`config.mk`:
```
export PLATFORM = sky130hd
export DESIGN_NAME = radio_control_frame_receiver
export DESIGN_NICKNAME = d
export VERILOG_FILES = /design/src/design/rcfr_pkg.sv /design/src/design/rcfr_front.sv /design/src/design/rcfr_back.sv /design/src/design/radio_control_frame_receiver.sv
export SDC_FILE = /design/constraint.sdc
export NUM_CORES = 1
export LEC_CHECK = 0
export ABC_AREA = 1
export BUFFER_PORTS_ARGS = -buffer_cell sky130_fd_sc_hd__buf_4
export CAP_MARGIN = 20
export CORE_ASPECT_RATIO = 0.9
export CORE_MARGIN = 5
export CORE_UTILIZATION = 50
export CTS_BUF_LIST = sky130_fd_sc_hd__clkbuf_16
export DETAILED_ROUTE_END_ITERATION = 12
export MAX_ROUTING_LAYER = met4
export PLACE_DENSITY = 0.7
export SYNTH_ARGS = -nofsm -noshare
export SYNTH_HDL_FRONTEND = slang
export SYNTH_SLANG_ARGS = --single-unit
```
`constraint.sdc`:
```
create_clock -name clk -period 7.49 [get_ports clk]
set_input_delay 1.498 -clock clk [delete_from_list [all_inputs] [get_ports clk]]
set_output_delay 1.498 -clock clk [all_outputs]
set_load 0.01 [all_outputs]
```
`src/design/rcfr_pkg.sv`:
```
// rcfr_pkg: shared types and constants of the radio control frame receiver
// used by rcfr_front, rcfr_back and radio_control_frame_receiver
package rcfr_pkg;

  localparam int RcFrameLen = 7;
  localparam logic [7:0] RC_STOP_BYTE = 8'd254;
  localparam logic [14:0] RC_THR_BASE = 15'd1000;
  localparam logic [14:0] RC_THR_SCALE = 15'd100;
  localparam int RcQueueDepth = 4;
  localparam int RcCfgIndexW = 4;
  localparam int RcCfgDataW = 16;

  // request kinds handed from front to back
  localparam logic [1:0] EV_BAD_LEN = 2'd0;
  localparam logic [1:0] EV_FRAME = 2'd1;
  localparam logic [1:0] EV_OVERRUN = 2'd2;

  // result status codes
  localparam logic [2:0] ST_OK = 3'd0;
  localparam logic [2:0] ST_BAD_LEN = 3'd1;
  localparam logic [2:0] ST_CHECKSUM = 3'd2;
  localparam logic [2:0] ST_RANGE = 3'd3;
  localparam logic [2:0] ST_OVERRUN = 3'd4;

  // register indexes
  localparam logic [RcCfgIndexW-1:0] REG_ROLL_MIN = 4'd0;
  localparam logic [RcCfgIndexW-1:0] REG_ROLL_MAX = 4'd1;
  localparam logic [RcCfgIndexW-1:0] REG_PITCH_MIN = 4'd2;
  localparam logic [RcCfgIndexW-1:0] REG_PITCH_MAX = 4'd3;
  localparam logic [RcCfgIndexW-1:0] REG_THROTTLE_MIN = 4'd4;
  localparam logic [RcCfgIndexW-1:0] REG_THROTTLE_MAX = 4'd5;
  localparam logic [RcCfgIndexW-1:0] REG_YAW_MIN = 4'd6;
  localparam logic [RcCfgIndexW-1:0] REG_YAW_MAX = 4'd7;

  typedef logic [RcFrameLen-1:0][7:0] frame_t;

  typedef struct packed {
    logic [1:0] kind;
    frame_t     frame;
  } rc_event_t;

  typedef struct packed {
    logic signed [7:0]  roll_min;
    logic signed [7:0]  roll_max;
    logic signed [7:0]  pitch_min;
    logic signed [7:0]  pitch_max;
    logic [14:0]        throttle_min;
    logic [14:0]        throttle_max;
    logic signed [15:0] yaw_min;
    logic signed [15:0] yaw_max;
  } rc_limits_t;

endpackage

```
`src/design/rcfr_front.sv`:
```
// rcfr_front: gathers received bytes into a frame and classifies each byte
// depends on rcfr_pkg; feeds the request queue in the top level
module rcfr_front import rcfr_pkg::*; (
  input  logic       clk,
  input  logic       rst,
  input  logic       accept,
  input  logic [7:0] rx_byte,
  output logic       push,
  output rc_event_t  push_event
);

  frame_t     frame;
  logic [2:0] byte_count;
  logic       is_stop;
  logic       full;

  assign is_stop = (rx_byte == RC_STOP_BYTE);
  assign full = (byte_count == 3'(RcFrameLen));

  assign push = accept && (is_stop || full);

  always_comb begin
    push_event.frame = frame;
    if (!is_stop) begin
      push_event.kind = EV_OVERRUN;
    end else if (full) begin
      push_event.kind = EV_FRAME;
    end else begin
      push_event.kind = EV_BAD_LEN;
    end
  end

  always_ff @(posedge clk) begin
    if (rst) begin
      byte_count <= '0;
    end else if (accept) begin
      if (is_stop) begin
        byte_count <= '0;
      end else if (!full) begin
        byte_count <= byte_count + 3'd1;
      end
    end
  end

  always_ff @(posedge clk) begin
    if (accept && !is_stop && !full) begin
      frame[byte_count] <= rx_byte;
    end
  end

endmodule

```
`src/design/rcfr_back.sv`:
```
// rcfr_back: checks and decodes frame requests, keeps the held channels
// depends on rcfr_pkg; holds the result register behind the top-level outputs
module rcfr_back import rcfr_pkg::*; (
  input  logic               clk,
  input  logic               rst,
  input  logic               q_valid,
  input  rc_event_t          q_event,
  output logic               q_pop,
  input  rc_limits_t         limits,
  output logic               out_valid,
  input  logic               out_stall,
  output logic [2:0]         status,
  output logic signed [7:0]  roll_out,
  output logic signed [7:0]  pitch_out,
  output logic [14:0]        throttle_out,
  output logic signed [15:0] yaw_out
);

  logic signed [7:0]  roll_held;
  logic signed [7:0]  pitch_held;
  logic [14:0]        throttle_held;
  logic signed [15:0] yaw_held;

  logic [7:0]         sum;
  logic [14:0]        thr;
  logic signed [7:0]  pit;
  logic signed [7:0]  rol;
  logic signed [16:0] yaw_wide;
  logic signed [15:0] yaw;
  logic               chans_ok;
  logic [2:0]         status_next;

  assign q_pop = q_valid && (!out_valid || !out_stall);

  always_comb begin
    sum = '0;
    for (int i = 0; i < RcFrameLen - 1; i++) begin
      sum = 8'((sum + q_event.frame[i]) << 1);
    end
  end

  assign thr = RC_THR_BASE + 15'(q_event.frame[0]) * RC_THR_SCALE + 15'(q_event.frame[1]);
  assign pit = $signed(q_event.frame[2]);
  assign rol = $signed(q_event.frame[3]);
  assign yaw_wide = $signed({1'b0, q_event.frame[5]}) * $signed(q_event.frame[4]);
  assign yaw = yaw_wide[15:0];

  assign chans_ok = (pit >= limits.pitch_min) && (pit <= limits.pitch_max) &&
                    (rol >= limits.roll_min) && (rol <= limits.roll_max) &&
                    (thr >= limits.throttle_min) && (thr <= limits.throttle_max) &&
                    (yaw >= limits.yaw_min) && (yaw <= limits.yaw_max);

  always_comb begin
    unique case (q_event.kind)
      EV_BAD_LEN: status_next = ST_BAD_LEN;
      EV_OVERRUN: status_next = ST_OVERRUN;
      EV_FRAME: begin
        if (sum != q_event.frame[6]) begin
          status_next = ST_CHECKSUM;
        end else if (!chans_ok) begin
          status_next = ST_RANGE;
        end else begin
          status_next = ST_OK;
        end
      end
      default: status_next = ST_BAD_LEN;
    endcase
  end

  always_ff @(posedge clk) begin
    if (rst) begin
      out_valid <= 1'b0;
      roll_held <= '0;
      pitch_held <= '0;
      throttle_held <= '0;
      yaw_held <= '0;
    end else begin
      if (q_pop) begin
        out_valid <= 1'b1;
        if (status_next == ST_OK) begin
          roll_held <= rol;
          pitch_held <= pit;
          throttle_held <= thr;
          yaw_held <= yaw;
        end
      end else if (!out_stall) begin
        out_valid <= 1'b0;
      end
    end
  end

  always_ff @(posedge clk) begin
    if (q_pop) begin
      status <= status_next;
      if (status_next == ST_OK) begin
        roll_out <= rol;
        pitch_out <= pit;
        throttle_out <= thr;
        yaw_out <= yaw;
      end else begin
        roll_out <= roll_held;
        pitch_out <= pitch_held;
        throttle_out <= throttle_held;
        yaw_out <= yaw_held;
      end
    end
  end

endmodule

```
`src/design/radio_control_frame_receiver.sv`:
```
// radio_control_frame_receiver: top level with limit registers and request queue
// depends on rcfr_pkg, rcfr_front and rcfr_back
//
//   channel  | handshake               | payload
//   ---------+-------------------------+------------------------------------------
//   in       | in_valid / in_stall     | rx_byte
//   out      | out_valid / out_stall   | status, roll_out, pitch_out, throttle_out,
//            |                         | yaw_out
//   cfg      | cfg_valid / cfg_ready   | cfg_index, cfg_data
//
// one byte per cycle while in_stall is low; a stop byte or overrun byte has its
// result valid after the 4-entry request queue and the result register.
// in_stall rises only when the request queue is full while out_stall is held.
// synchronous reset restores the limit registers and clears the held channels.
// cfg_ready is always high.
module radio_control_frame_receiver import rcfr_pkg::*; #(
  parameter int QueueDepth = RcQueueDepth
) (
  input  logic                   clk,
  input  logic                   rst,
  input  logic                   in_valid,
  output logic                   in_stall,
  input  logic [7:0]             rx_byte,
  output logic                   out_valid,
  input  logic                   out_stall,
  output logic [2:0]             status,
  output logic signed [7:0]      roll_out,
  output logic signed [7:0]      pitch_out,
  output logic [14:0]            throttle_out,
  output logic signed [15:0]     yaw_out,
  input  logic                   cfg_valid,
  output logic                   cfg_ready,
  input  logic [RcCfgIndexW-1:0] cfg_index,
  input  logic [RcCfgDataW-1:0]  cfg_data
);

  localparam int PtrW = (QueueDepth > 1) ? $clog2(QueueDepth) : 1;
  localparam int CntW = $clog2(QueueDepth + 1);

  rc_limits_t limits;
  rc_event_t  queue [QueueDepth];
  logic [PtrW-1:0] wr_ptr;
  logic [PtrW-1:0] rd_ptr;
  logic [CntW-1:0] count;

  logic      accept;
  logic      push;
  rc_event_t push_event;
  logic      q_valid;
  logic      q_pop;

  assign cfg_ready = 1'b1;
  assign in_stall = (count == CntW'(QueueDepth));
  assign accept = in_valid && !in_stall;
  assign q_valid = (count != '0);

  always_ff @(posedge clk) begin
    if (rst) begin
      limits.roll_min <= -8'sd45;
      limits.roll_max <= 8'sd45;
      limits.pitch_min <= -8'sd45;
      limits.pitch_max <= 8'sd45;
      limits.throttle_min <= 15'd1000;
      limits.throttle_max <= 15'd1900;
      limits.yaw_min <= -16'sd180;
      limits.yaw_max <= 16'sd180;
    end else if (cfg_valid && cfg_ready) begin
      unique case (cfg_index)
        REG_ROLL_MIN: limits.roll_min <= cfg_data[7:0];
        REG_ROLL_MAX: limits.roll_max <= cfg_data[7:0];
        REG_PITCH_MIN: limits.pitch_min <= cfg_data[7:0];
        REG_PITCH_MAX: limits.pitch_max <= cfg_data[7:0];
        REG_THROTTLE_MIN: limits.throttle_min <= cfg_data[14:0];
        REG_THROTTLE_MAX: limits.throttle_max <= cfg_data[14:0];
        REG_YAW_MIN: limits.yaw_min <= cfg_data[15:0];
        REG_YAW_MAX: limits.yaw_max <= cfg_data[15:0];
        default: ;
      endcase
    end
  end

  always_ff @(posedge clk) begin
    if (rst) begin
      wr_ptr <= '0;
      rd_ptr <= '0;
      count <= '0;
    end else begin
      if (push) begin
        wr_ptr <= (wr_ptr == PtrW'(QueueDepth - 1)) ? '0 : wr_ptr + 1'b1;
      end
      if (q_pop) begin
        rd_ptr <= (rd_ptr == PtrW'(QueueDepth - 1)) ? '0 : rd_ptr + 1'b1;
      end
      if (push && !q_pop) begin
        count <= count + 1'b1;
      end else if (!push && q_pop) begin
        count <= count - 1'b1;
      end
    end
  end

  always_ff @(posedge clk) begin
    if (push) begin
      queue[wr_ptr] <= push_event;
    end
  end

  rcfr_front u_front (
    .clk        (clk),
    .rst        (rst),
    .accept     (accept),
    .rx_byte    (rx_byte),
    .push       (push),
    .push_event (push_event)
  );

  rcfr_back u_back (
    .clk          (clk),
    .rst          (rst),
    .q_valid      (q_valid),
    .q_event      (queue[rd_ptr]),
    .q_pop        (q_pop),
    .limits       (limits),
    .out_valid    (out_valid),
    .out_stall    (out_stall),
    .status       (status),
    .roll_out     (roll_out),
    .pitch_out    (pitch_out),
    .throttle_out (throttle_out),
    .yaw_out      (yaw_out)
  );

endmodule
```
======== Word-level counts from Yosys, hierarchy flattened ========
Memories as Yosys holds them, arrays and structs flattened. A register that Yosys moved wholly into a read port is not among the register bits.
Index checks and enable logic that the tools add are counted.
storage, ports and cells
  register bits ........................... 258
  memory bits (writable) .................. 232
  input bits .............................. 33
  output and inout port bits .............. 53
  word-level logic and storage cells ...... 132
  memories kept ........................... 1
operators by class
  add/sub/neg operators ................... 12
  multipliers ............................. 2
  $lt $le $gt $ge ......................... 10
  eq/ne operators ......................... 17
  mux-type cells .......................... 24
  reductions and logical operators ........ 37
memory list
  memory  depth  width  read ports  clocked after Yosys merged registers in  write ports  RTL line                            RTL
  queue   4      58     1           1                                        1            radio_control_frame_receiver.sv:41  rc_event_t queue [QueueDepth];
operator list
  cell                      number
  $bwmux W56                1
  $demux W8 S3              1
  $mux W8                   3
  $reduce_and A2 Y1         9
  $eq A4 B3 Y1 const B      4
  $ge A16 B16 Y1            1
  $ge A8 B8 Y1              2
  $le A16 B16 Y1            1
  $le A8 B8 Y1              2
  $mul A9 B8 Y16            1
  $mux W16                  1
  $add A10 B15 Y15 const A  1
  $add A15 B8 Y15           1
  $ge A15 B15 Y1            1
  $le A15 B15 Y1            1
  $logic_and A1 B1 Y1       15
  $mux W15                  1
  $mux W3                   5
  $mul A8 B5 Y13 const B    1
  $mux W2                   6
  $eq A4 B2 Y1 const B      2
  $eq A8 B8 Y1 const B      1
  $ne A8 B8 Y1              1
  $add A7 B7 Y7             1
  other kinds (22)          39

======== Logic depth before layout (Yosys ltp) ========
Gate-level depths: netlist of the first run.
  depth in word-level cells ............... 13
  depth in mapped cells ................... 52
  mapped depth without buffers ............ 46

======== By module ========
Synthesis of the first run repeated with hierarchy kept, for this count alone.
second synthesis, totals
  cells, all modules ...................... 2769
  area, all modules ....................... 25792.2 µm²
by module, submodules not included
  module                        times used  cells each  area an instance (µm²)
  radio_control_frame_receiver  1           1126        12689.7
  rcfr_back                     1           1543        11133.2
  rcfr_front                    1           100         1969.4

======== Least setup slack after synthesis of the first run ========
OpenSTA, ideal clock, no wires.
  kind .................................... reg-to-reg
  start point ............................. register with a tool-made name
  end point ............................... register u_back.pitch_out[0] (data pin)
  data arrival time ....................... 7.444 ns
  required time ........................... 7.233 ns
  path slack .............................. -0.211 ns
  cell stages (with the launch flop) ...... 48
  buffers on the path ..................... 7
  cells stage by stage .................... dfxtp_1 -> buf_6 -> inv_6 -> buf_6 -> buf_4 -> clkbuf_1 -> clkbuf_1 -> nand2_1 -> a32oi_1 -> inv_1 -> nor2_1 -> fa_1 -> fa_1 -> fa_1 -> inv_1 -> fa_1 -> inv_1 -> ha_1 -> [12 not listed] -> nor2_1 -> nand2_1 -> nor2_1 -> nand2_1 -> nand3_1 -> nand2_1 -> nand3_1 -> nand2_1 -> nor2_1 -> nand3_1 -> nor2_1 -> nand2_1 -> nand2_1 -> nand2_1 -> buf_6 -> buf_6 -> o21bai_2 -> nand2_1
RTL lines
  what                    RTL line          RTL
  end signal: assignment  rcfr_back.sv:97   pitch_out <= pit;
  end signal: assignment  rcfr_back.sv:102  pitch_out <= pitch_held;
  end: declaration        rcfr_back.sv:14   output logic signed [7:0] pitch_out,

==> results of run 1 <==
-- repair_timing --
action                     in CTS  in global routing
setup endpoints to repair       1                 95
setup buffers                   0                 34
cloned                          0                 11
pin swaps                       0                 44
gates resized for setup         1                115
-- how the worst max path moves through the flow --
stage	start	end	slack [ns]
after detailed placement	register	u_back.yaw_held[8]	0.04
after global placement	register	u_back.yaw_held[13]	0.20
after floorplan	register	u_back.pitch_out[0]	0.01
after global routing	register	u_back.yaw_held[9]	-0.09
final	register	u_back.yaw_out[7]	0.27
after CTS	register	u_back.yaw_out[6]	0.05
-- stage by stage --
stage | worst slack (ns) | hold slack [ns] | cells
after floorplan | 0.01059 | 0.4353 | 2593
after global placement | 0.2044 | 0.4440 | 3322
after detailed placement | 0.03728 | 0.4524 | 3322
after CTS | 0.04740 | 0.4621 | 3417
after global routing | -0.08559 | 0.4868 | 3463
final | 0.2701 | 0.4583 | 3463
-- metal layers --
layer  up-vias  routed length [um]
met3        89                4090
met2       565               30320
met1      9066               28270
met5         -                   0
li1       9037                   -
met4         0                1429
-- sequential cells by signal, indices dropped and copies added, names as in the netlist, 15 cells and up, named ones only --
name,flops
u_back.throttle_held,15
queue,232
u_front.push_event,56
u_back.throttle_out,15
limits,94
u_back.yaw_held,16
u_back.yaw_out,16
-- cell families after synthesis --
group                    count (synthesis)  synth area share, %
XOR/XNOR                                37                1.269
buffers and inverters                  507                8.078
flip-flops                             492                51.84
adder cells (fa/ha/maj)                248                13.51
AND/OR/NAND/NOR                        803                13.68
other                                    1              0.01469
AO/OA/AOI/OAI                          505                11.62
-- synthesized netlist by cell type, drive strengths merged --
cell / number
a32o: 5
and2: 1
o21a: 3
o21bai: 49
dfxtp: 154
nand2: 440
nor3: 13
nor4: 1
buf: 39
clkinv: 1
nand4: 16
o22a: 1
a32oi: 22
o22ai: 21
o211ai: 13
a21boi: 1
a21oi: 227
fa: 46
clkbuf: 56
nor2: 166
nand3: 158
a31oi: 5
or4: 1
inv: 411
conb: 1
a211oi: 1
xnor2: 13
o21ai: 153
edfxtp: 338
or2: 4
xor2: 24
nor3b: 1
o31a: 1
o211a: 1
ha: 202
nand3b: 2
a21o: 2
-- cell usage in the layout (no fill, tap or decap), types with 11 or more instances in the layout --
| cell | instances |
|---|---|
| a21oi_1 | 221 |
| a32oi_1 | 14 |
| buf_4 | 163 |
| clkbuf_16 | 59 |
| dfxtp_1 | 152 |
| edfxtp_1 | 338 |
| fa_1 | 44 |
| ha_1 | 196 |
| inv_1 | 401 |
| inv_2 | 16 |
| nand2_1 | 426 |
| nand2_2 | 11 |
| nand3_1 | 125 |
| nand3_2 | 33 |
| nand4_1 | 16 |
| nor2_1 | 140 |
| nor2_2 | 15 |
| nor2_4 | 11 |
| o211ai_1 | 13 |
| o21ai_0 | 141 |
| o21bai_2 | 26 |
| o21bai_4 | 14 |
| o22ai_1 | 19 |
| xnor2_1 | 13 |
| xor2_1 | 23 |
-- area by class of cell --
cell class                      instances  share of cell area [%]
Tap cell                              680                   2.854
Timing Repair inverter                  1                 0.02938
Clock buffer                           53                   4.449
Timing Repair Buffer                  189                   5.726
Sequential cell                       492                   44.41
Clock inverter                         42                   1.016
Inverter                              412                   5.293
Multi-Input combinational cell       1594                   36.22
-- critical path, delay by kind of cell, from the launching register on --
| kind | cells | cell delay (ns) |
|---|---|---|
| adders and majority gates | 6 | 2.52 |
| AOI/OAI and AO/OA | 6 | 0.99 |
| xor gates and xnor gates | 1 | 0.10 |
| DFF | 1 | 0.46 |
| buffers and inverters | 7 | 0.90 |
| and+or+nand+nor | 23 | 1.96 |
==> metrics.log, run 1 <==
INFO  metric first_global_vias = 17530
INFO  metric final_util = 59.08%
INFO  metric num_antenna_cells = 0
INFO  metric timing_worst_slew_pin_value = 1.060 ns
INFO  metric detailedRoute.firstIterationViolations = 1272
INFO  metric largest_area_contributor_in_the_netlist = edfxtp_1
INFO  metric core_region_area = 50460 um2
INFO  metric clkSlewWorstSetupHoldPaths = 0.06 ns
INFO  metric dieArea = between 50000 and 60000 um2
INFO  metric ys_seq_area_share = 51.84%
INFO  metric grt_first_pass_wirelength = 95660 um
INFO  metric num_vias = 18760
INFO  metric initial_core_util = roughly half
INFO  metric hold_depth = 2
INFO  metric synth_warnings = 0
INFO  metric regToRegSetupSlack = 0.27 ns
INFO  metric max_clock_freq = between 100 and 150 MHz
INFO  metric timing.final.crit_share = 96.39%
INFO  metric max-cap-violations = 0
INFO  metric clock_tree.root_cell = clkbuf_16
INFO  metric cts_hold_buffers = 0
INFO  metric number_of_clock_buffers_inserted_by_tritoncts = 51
INFO  metric ys_seq_elements = approximately 490
INFO  metric synth.lib_cells_used.distinct = 51
INFO  metric worst_path_maximum_fanout = 7
INFO  metric critPathRequiredTime = 7.84 ns
INFO  metric critical_path.max_stage_delay = approximately 0.5 ns
INFO  metric globalRouteTotalUtil = 22.39%
INFO  metric floorplan.die.height = roughly 220 um
INFO  metric fp-row-count = 78
INFO  metric grt_antenna_before_repair = 1
INFO  metric multi_input_comb_area = 10800 um2
INFO  metric die_w = 248.2 um
INFO  metric use_met2 = 35.75%
INFO  metric slew_headroom = 29.18%
INFO  metric worst_setup_path_end_kind = register
INFO  metric io_buffers = 84
INFO  metric holdCritPathClass = register to register
INFO  metric drt_drc_violations_left = 0
INFO  metric cts_max_level = 2
INFO  metric finalMaxSlewViolations = 0
INFO  metric crit-reg2reg-capture = u_back.yaw_out[7]
INFO  metric clk-insertion-delay-late = between 0.6 and 0.7 ns
INFO  metric timing.final.crit_period = 7.220 ns
INFO  metric yosysTopAreaCellShare = approximately two fifths
INFO  metric clkSinkCount = between 400 and 500
INFO  metric floorplan.io_pins = 86
INFO  metric gp_routability_congestion = ~0.94
INFO  metric final_hold_viol_count = 0
INFO  metric post_synth_instance_area = roughly 26000 um2
INFO  metric hold_path_startpoint = limits[75]
INFO  metric groute.layer.met1.usage = 30.63%
INFO  metric globalRouteMet3Util = 3.303%
INFO  metric globalRoute.busiestLayer = met2
INFO  metric area_delta_synth_final = 16.77%
INFO  metric drive_gt1_share = 15.74%
INFO  metric arrival_time_at_the_worst_endpoint = 7.57 ns
INFO  metric synth.avg_cell_area = 9.845 um2
INFO  metric placed_area = 27130 um2
INFO  metric fin_area = a little under 30000 um2
INFO  metric cpMaxStageDelayCell = fa_1
INFO  metric worstSetupStartpointType = register
INFO  metric maximum_number_of_pins_on_one_net_before_global_route_repair = 101
INFO  metric grt_overflow_total = 0
INFO  metric route.final.wire_length = 64110 um
INFO  metric final_antenna_net_count = 0
INFO  metric timing.setup.tns = 0 ns
INFO  metric cts_max_path_buffers = 3
INFO  metric design.final.nets = around 3000
INFO  metric run_status = complete, no violations
INFO  metric cell_with_the_most_instances_on_the_worst_path = nand2_1
INFO  metric cell_depth_of_the_worst_flop_to_flop_path = 43
INFO  metric finalSetupViolCount = 0
INFO  metric dp.final_hpwl = 42230 um
INFO  metric syn_nets = 2874
INFO  metric viasPerCell = 5.416
INFO  metric filler_cells_inserted = 4144
INFO  metric worst-setup-path-type = register to register
INFO  metric hold-path-endpoint = limits[75]
INFO  metric syn-instance-count = 2593
INFO  metric worst_clock_skew = 0.02762 ns
INFO  metric clock_tree_from_tritoncts = yes
INFO  metric netlist_top_cells_area = edfxtp_1, dfxtp_1, ha_1
INFO  metric post_drt_wl_per_cell = approximately 19 um
INFO  metric final-seq-area = 13240 um2
INFO  metric number_of_search_and_repair_iterations_in_the_first_detailed_routing_pass = 5
Power of run 1 is not shown: default switching activity piles up to over one toggle a cycle in this logic, so the estimate is an artifact.
==> run 2, diff against run 1 <==
--- a/config.mk
+++ b/config.mk
@@ -5,7 +5,6 @@
 export SDC_FILE = /design/constraint.sdc
 export NUM_CORES = 1
 export LEC_CHECK = 0
-export ABC_AREA = 1
 export BUFFER_PORTS_ARGS = -buffer_cell sky130_fd_sc_hd__buf_4
 export CAP_MARGIN = 20
 export CORE_ASPECT_RATIO = 0.9
@@ -14,7 +13,7 @@
 export CTS_BUF_LIST = sky130_fd_sc_hd__clkbuf_16
 export DETAILED_ROUTE_END_ITERATION = 12
 export MAX_ROUTING_LAYER = met4
-export PLACE_DENSITY = 0.7
+export PLACE_DENSITY = 0.68
 export SYNTH_ARGS = -nofsm -noshare
 export SYNTH_HDL_FRONTEND = slang
 export SYNTH_SLANG_ARGS = --single-unit
==> constraint.sdc (replaced) <==
create_clock -name clk -period 8.1 [get_ports clk]
set_input_delay 1.62 -clock clk [delete_from_list [all_inputs] [get_ports clk]]
set_output_delay 1.62 -clock clk [all_outputs]
set_load 0.01 [all_outputs]
==> metrics.log, run 2 <==
INFO  metric globalRouteTotalUtil = 22.17% (was 22.39%)
INFO  metric die_w = 242.4 um (was 248.2 um)
INFO  metric detailedRoute.firstIterationViolations = 1222 (was 1272)
INFO  metric filler_cells_inserted = 3770 (was 4144)
INFO  metric ys_seq_area_share = 54.47% (was 51.84%)
INFO  metric route.final.wire_length = 58780 um (was 64110 um)
INFO  metric timing.final.crit_share = 97.89% (was 96.39%)
INFO  metric max-cap-violations = 0 (unchanged)
INFO  metric largest_reg_flops = 232 (unchanged)
INFO  metric layout_commonest_cell = edfxtp_1 (was nand2_1)
INFO  metric most-common-layout-cells = edfxtp_1, inv_1, ha_1, buf_4, nand2_1 (was nand2_1, inv_1, edfxtp_1, a21oi_1, ha_1)
INFO  metric yosysTopAreaCellShare = 41.78% (was 39.76%)
INFO  metric dpl_worst_slack = -0.09328 ns (was 0.03728 ns)
INFO  metric setup_slack = 0.1713 ns (was 0.2701 ns)
INFO  metric maximum_number_of_pins_on_one_net_before_global_route_repair = 59 (was 101)
INFO  metric area_delta_synth_final = 16.02% (was 16.77%)
INFO  metric final_antenna_net_count = 0 (unchanged)
INFO  metric cell_with_the_most_instances_on_the_worst_path = fa_1 (was nand2_1)
INFO  metric io_buffers = 84 (unchanged)
INFO  metric first_global_vias = 15410 (was 17530)
INFO  metric fp-row-count = 76 (was 78)
INFO  metric number_of_search_and_repair_iterations_in_the_first_detailed_routing_pass = 5 (unchanged)
INFO  metric dieArea = 53100 um2 (was 55680 um2)
INFO  metric ys_seq_elements = 492 (unchanged)
INFO  metric initial_core_util = 50.69% (was 50.59%)
INFO  metric gp_routability_congestion = 0.8757 (was 0.9387)
INFO  metric clkSinkCount = 492 (unchanged)
INFO  metric post_synth_instance_area = 24290 um2 (was 25530 um2)
INFO  metric postSynth.asyncResetShare = 0% (unchanged)
INFO  metric worstSetupStartpointType = register (unchanged)
INFO  metric cts_max_path_buffers = 3 (unchanged)
INFO  metric grt_antenna_before_repair = 0 (was 1)
INFO  metric largest_area_contributor_in_the_netlist = edfxtp_1 (unchanged)
INFO  metric largest-register = queue (unchanged)
INFO  metric finalMaxSlewViolations = 0 (unchanged)
INFO  metric syn_nets = 2200 (was 2874)
INFO  metric floorplan.io_pins = 86 (unchanged)
INFO  metric clkSlewWorstSetupHoldPaths = 0.06 ns (about the same)
INFO  metric grt_overflow_total = 0 (unchanged)
INFO  metric timing.final.crit_period = 7.929 ns (was 7.220 ns)
INFO  metric cts_max_level = 2 (unchanged)
INFO  metric floorplan.die.height = 219.1 um (was 224.4 um)
INFO  metric drt_drc_violations_left = 0 (unchanged)
INFO  metric drive_gt1_share = 20.06% (was 15.74%)
INFO  metric number_of_clock_buffers_inserted_by_tritoncts = 49 (was 51)
INFO  metric final_hold_viol_count = 0 (unchanged)
INFO  metric grt_first_pass_wirelength = 88730 um (was 95660 um)
INFO  metric worst_path_maximum_fanout = 7 (unchanged)
INFO  metric yosys-top-cells-count = edfxtp_1, inv_1, ha_1 (was nand2_1, inv_1, edfxtp_1)
INFO  metric core_region_area = 47930 um2 (was 50460 um2)
INFO  metric syn-instance-count = 1919 (was 2593)
INFO  metric num_antenna_cells = 0 (unchanged)
INFO  metric viasPerCell = 5.636 (was 5.416)
INFO  metric clock_tree.root_cell = clkbuf_16 (unchanged)
INFO  metric post_drt_wl_per_cell = 21.47 um (was 18.51 um)
INFO  metric run_status = complete, no violations (unchanged)
INFO  metric cpMaxStageDelayCell = mux4_2 (was fa_1)
INFO  metric finish.cell_count_without_fillers = 2738 (was 3463)
INFO  metric dp_cells = 2603 (was 3322)
INFO  metric max_clock_freq = 126.1 MHz (was 138.5 MHz)
INFO  metric worst_setup_path_end_kind = register (unchanged)
INFO  metric timing.setup.tns = 0 ns (unchanged)
INFO  metric design.final.nets = 2355 (was 3022)
INFO  metric synth_warnings = 0 (unchanged)
INFO  metric netlist_top_cells_area = edfxtp_1, dfxtp_1, ha_1 (unchanged)
INFO  metric clock_tree_from_tritoncts = yes (unchanged)
INFO  metric holdCritPathClass = register to register (unchanged)
INFO  metric synth.lib_cells_used.distinct = 67 (was 51)
INFO  metric slew_headroom = 34.94% (was 29.18%)
INFO  metric hold_slack = 0.4540 ns (was 0.4583 ns)
INFO  metric synth.avg_cell_area = 12.66 um2 (was 9.845 um2)
INFO  metric ys.flop_type = edfxtp_1 (unchanged)
INFO  metric finalSetupViolCount = 0 (unchanged)
INFO  metric synth-edff-count = 338 (unchanged)
INFO  metric critical_path.max_stage_delay = 0.58 ns (was 0.51 ns)
INFO  metric synthMostInstantiatedCell = edfxtp_1 (was nand2_1)
INFO  metric dp.final_hpwl = 38870 um (was 42230 um)
INFO  metric worst_clock_skew = 0.01869 ns (was 0.02762 ns)
INFO  metric timing_worst_slew_pin_value = 0.9723 ns (was 1.060 ns)
INFO  metric worst-setup-path-type = register to register (unchanged)
INFO  metric clk-insertion-delay-late = 0.60 ns (was 0.61 ns)
INFO  metric arrival_time_at_the_worst_endpoint = 8.27 ns (was 7.57 ns)
INFO  metric critPathRequiredTime = 8.44 ns (was 7.84 ns)
INFO  metric num_vias = 15430 (was 18760)
==> run 2: kinds of logic (layout without fill, tap and decap cells) <==
family / Yosys count / count (layout) / share of synthesized area [%]
xor+xnor: 47 / 47 / 1.864
other cells: 1 / 1 / 0.01544
fa+ha+maj: 248 / 248 / 14.19
buf+inv: 287 / 481 / 4.718
compound gates: 318 / 318 / 7.978
flops: 492 / 492 / 54.47
simple gates: 388 / 388 / 7.591
mux: 138 / 139 / 9.172
==> run 2: final timing paths <==
path	start	endpoint	slack (ns)	depth (start not counted)
max	register	u_back.yaw_out[7]	0.17	29
min	limits[51]	limits[51]	0.45	2
max reg2reg	register	u_back.yaw_out[7]	0.17	29
min reg2reg	limits[51]	limits[51]	0.45	2
==> run 2: what timing repair did <==
item | 4_1_cts | 5_1_grt
gates cloned | 2 | 5
gates resized for setup | 12 | 46
pin swaps | 11 | 42
hold buffers | 0 | 0
endpoints found under the setup margin | 47 | 94
setup buffers | 14 | 24
==> run 2: per-stage QoR <==
stage                     instance area [um2]  utilization, %
after floorplan                         24340               -
after global placement                  25880           54.00
after detailed placement                25880           54.00
after CTS                               27720           57.85
after global routing                    28190           58.81
final                                   28190           58.81
==> run 2: layout make-up <==
cell class,count,area (um2),share of cell area [%]
Sequential cell,492,13240,46.97
Timing Repair Buffer,183,1603,5.686
Tap cell,624,780.7,2.770
Clock inverter,42,379.1,1.345
Multi-Input combinational cell,1141,10180,36.12
Clock buffer,49,1226,4.350
Inverter,207,777.0,2.757
==> run 2: worst max-delay path: cells and delay by family, from the launching register on <==
family          cells  cell delay (ns)
simple gates        7             1.37
flops               1             0.39
compound gates      6             0.93
buf+inv             6             0.79
fa+ha+maj           6             2.72
mux                 3             1.23
xor+xnor            1             0.18
==> run 2: layer usage <==
metal	GRT usage, %	up-vias	routed length (um)
li1	-	7219	-
met1	30.14	7634	26020
met2	35.12	492	27400
met3	3.629	86	3805
met4	6.124	0	1543
met5	-	-	0
Power of run 2 is left out for the same reason.
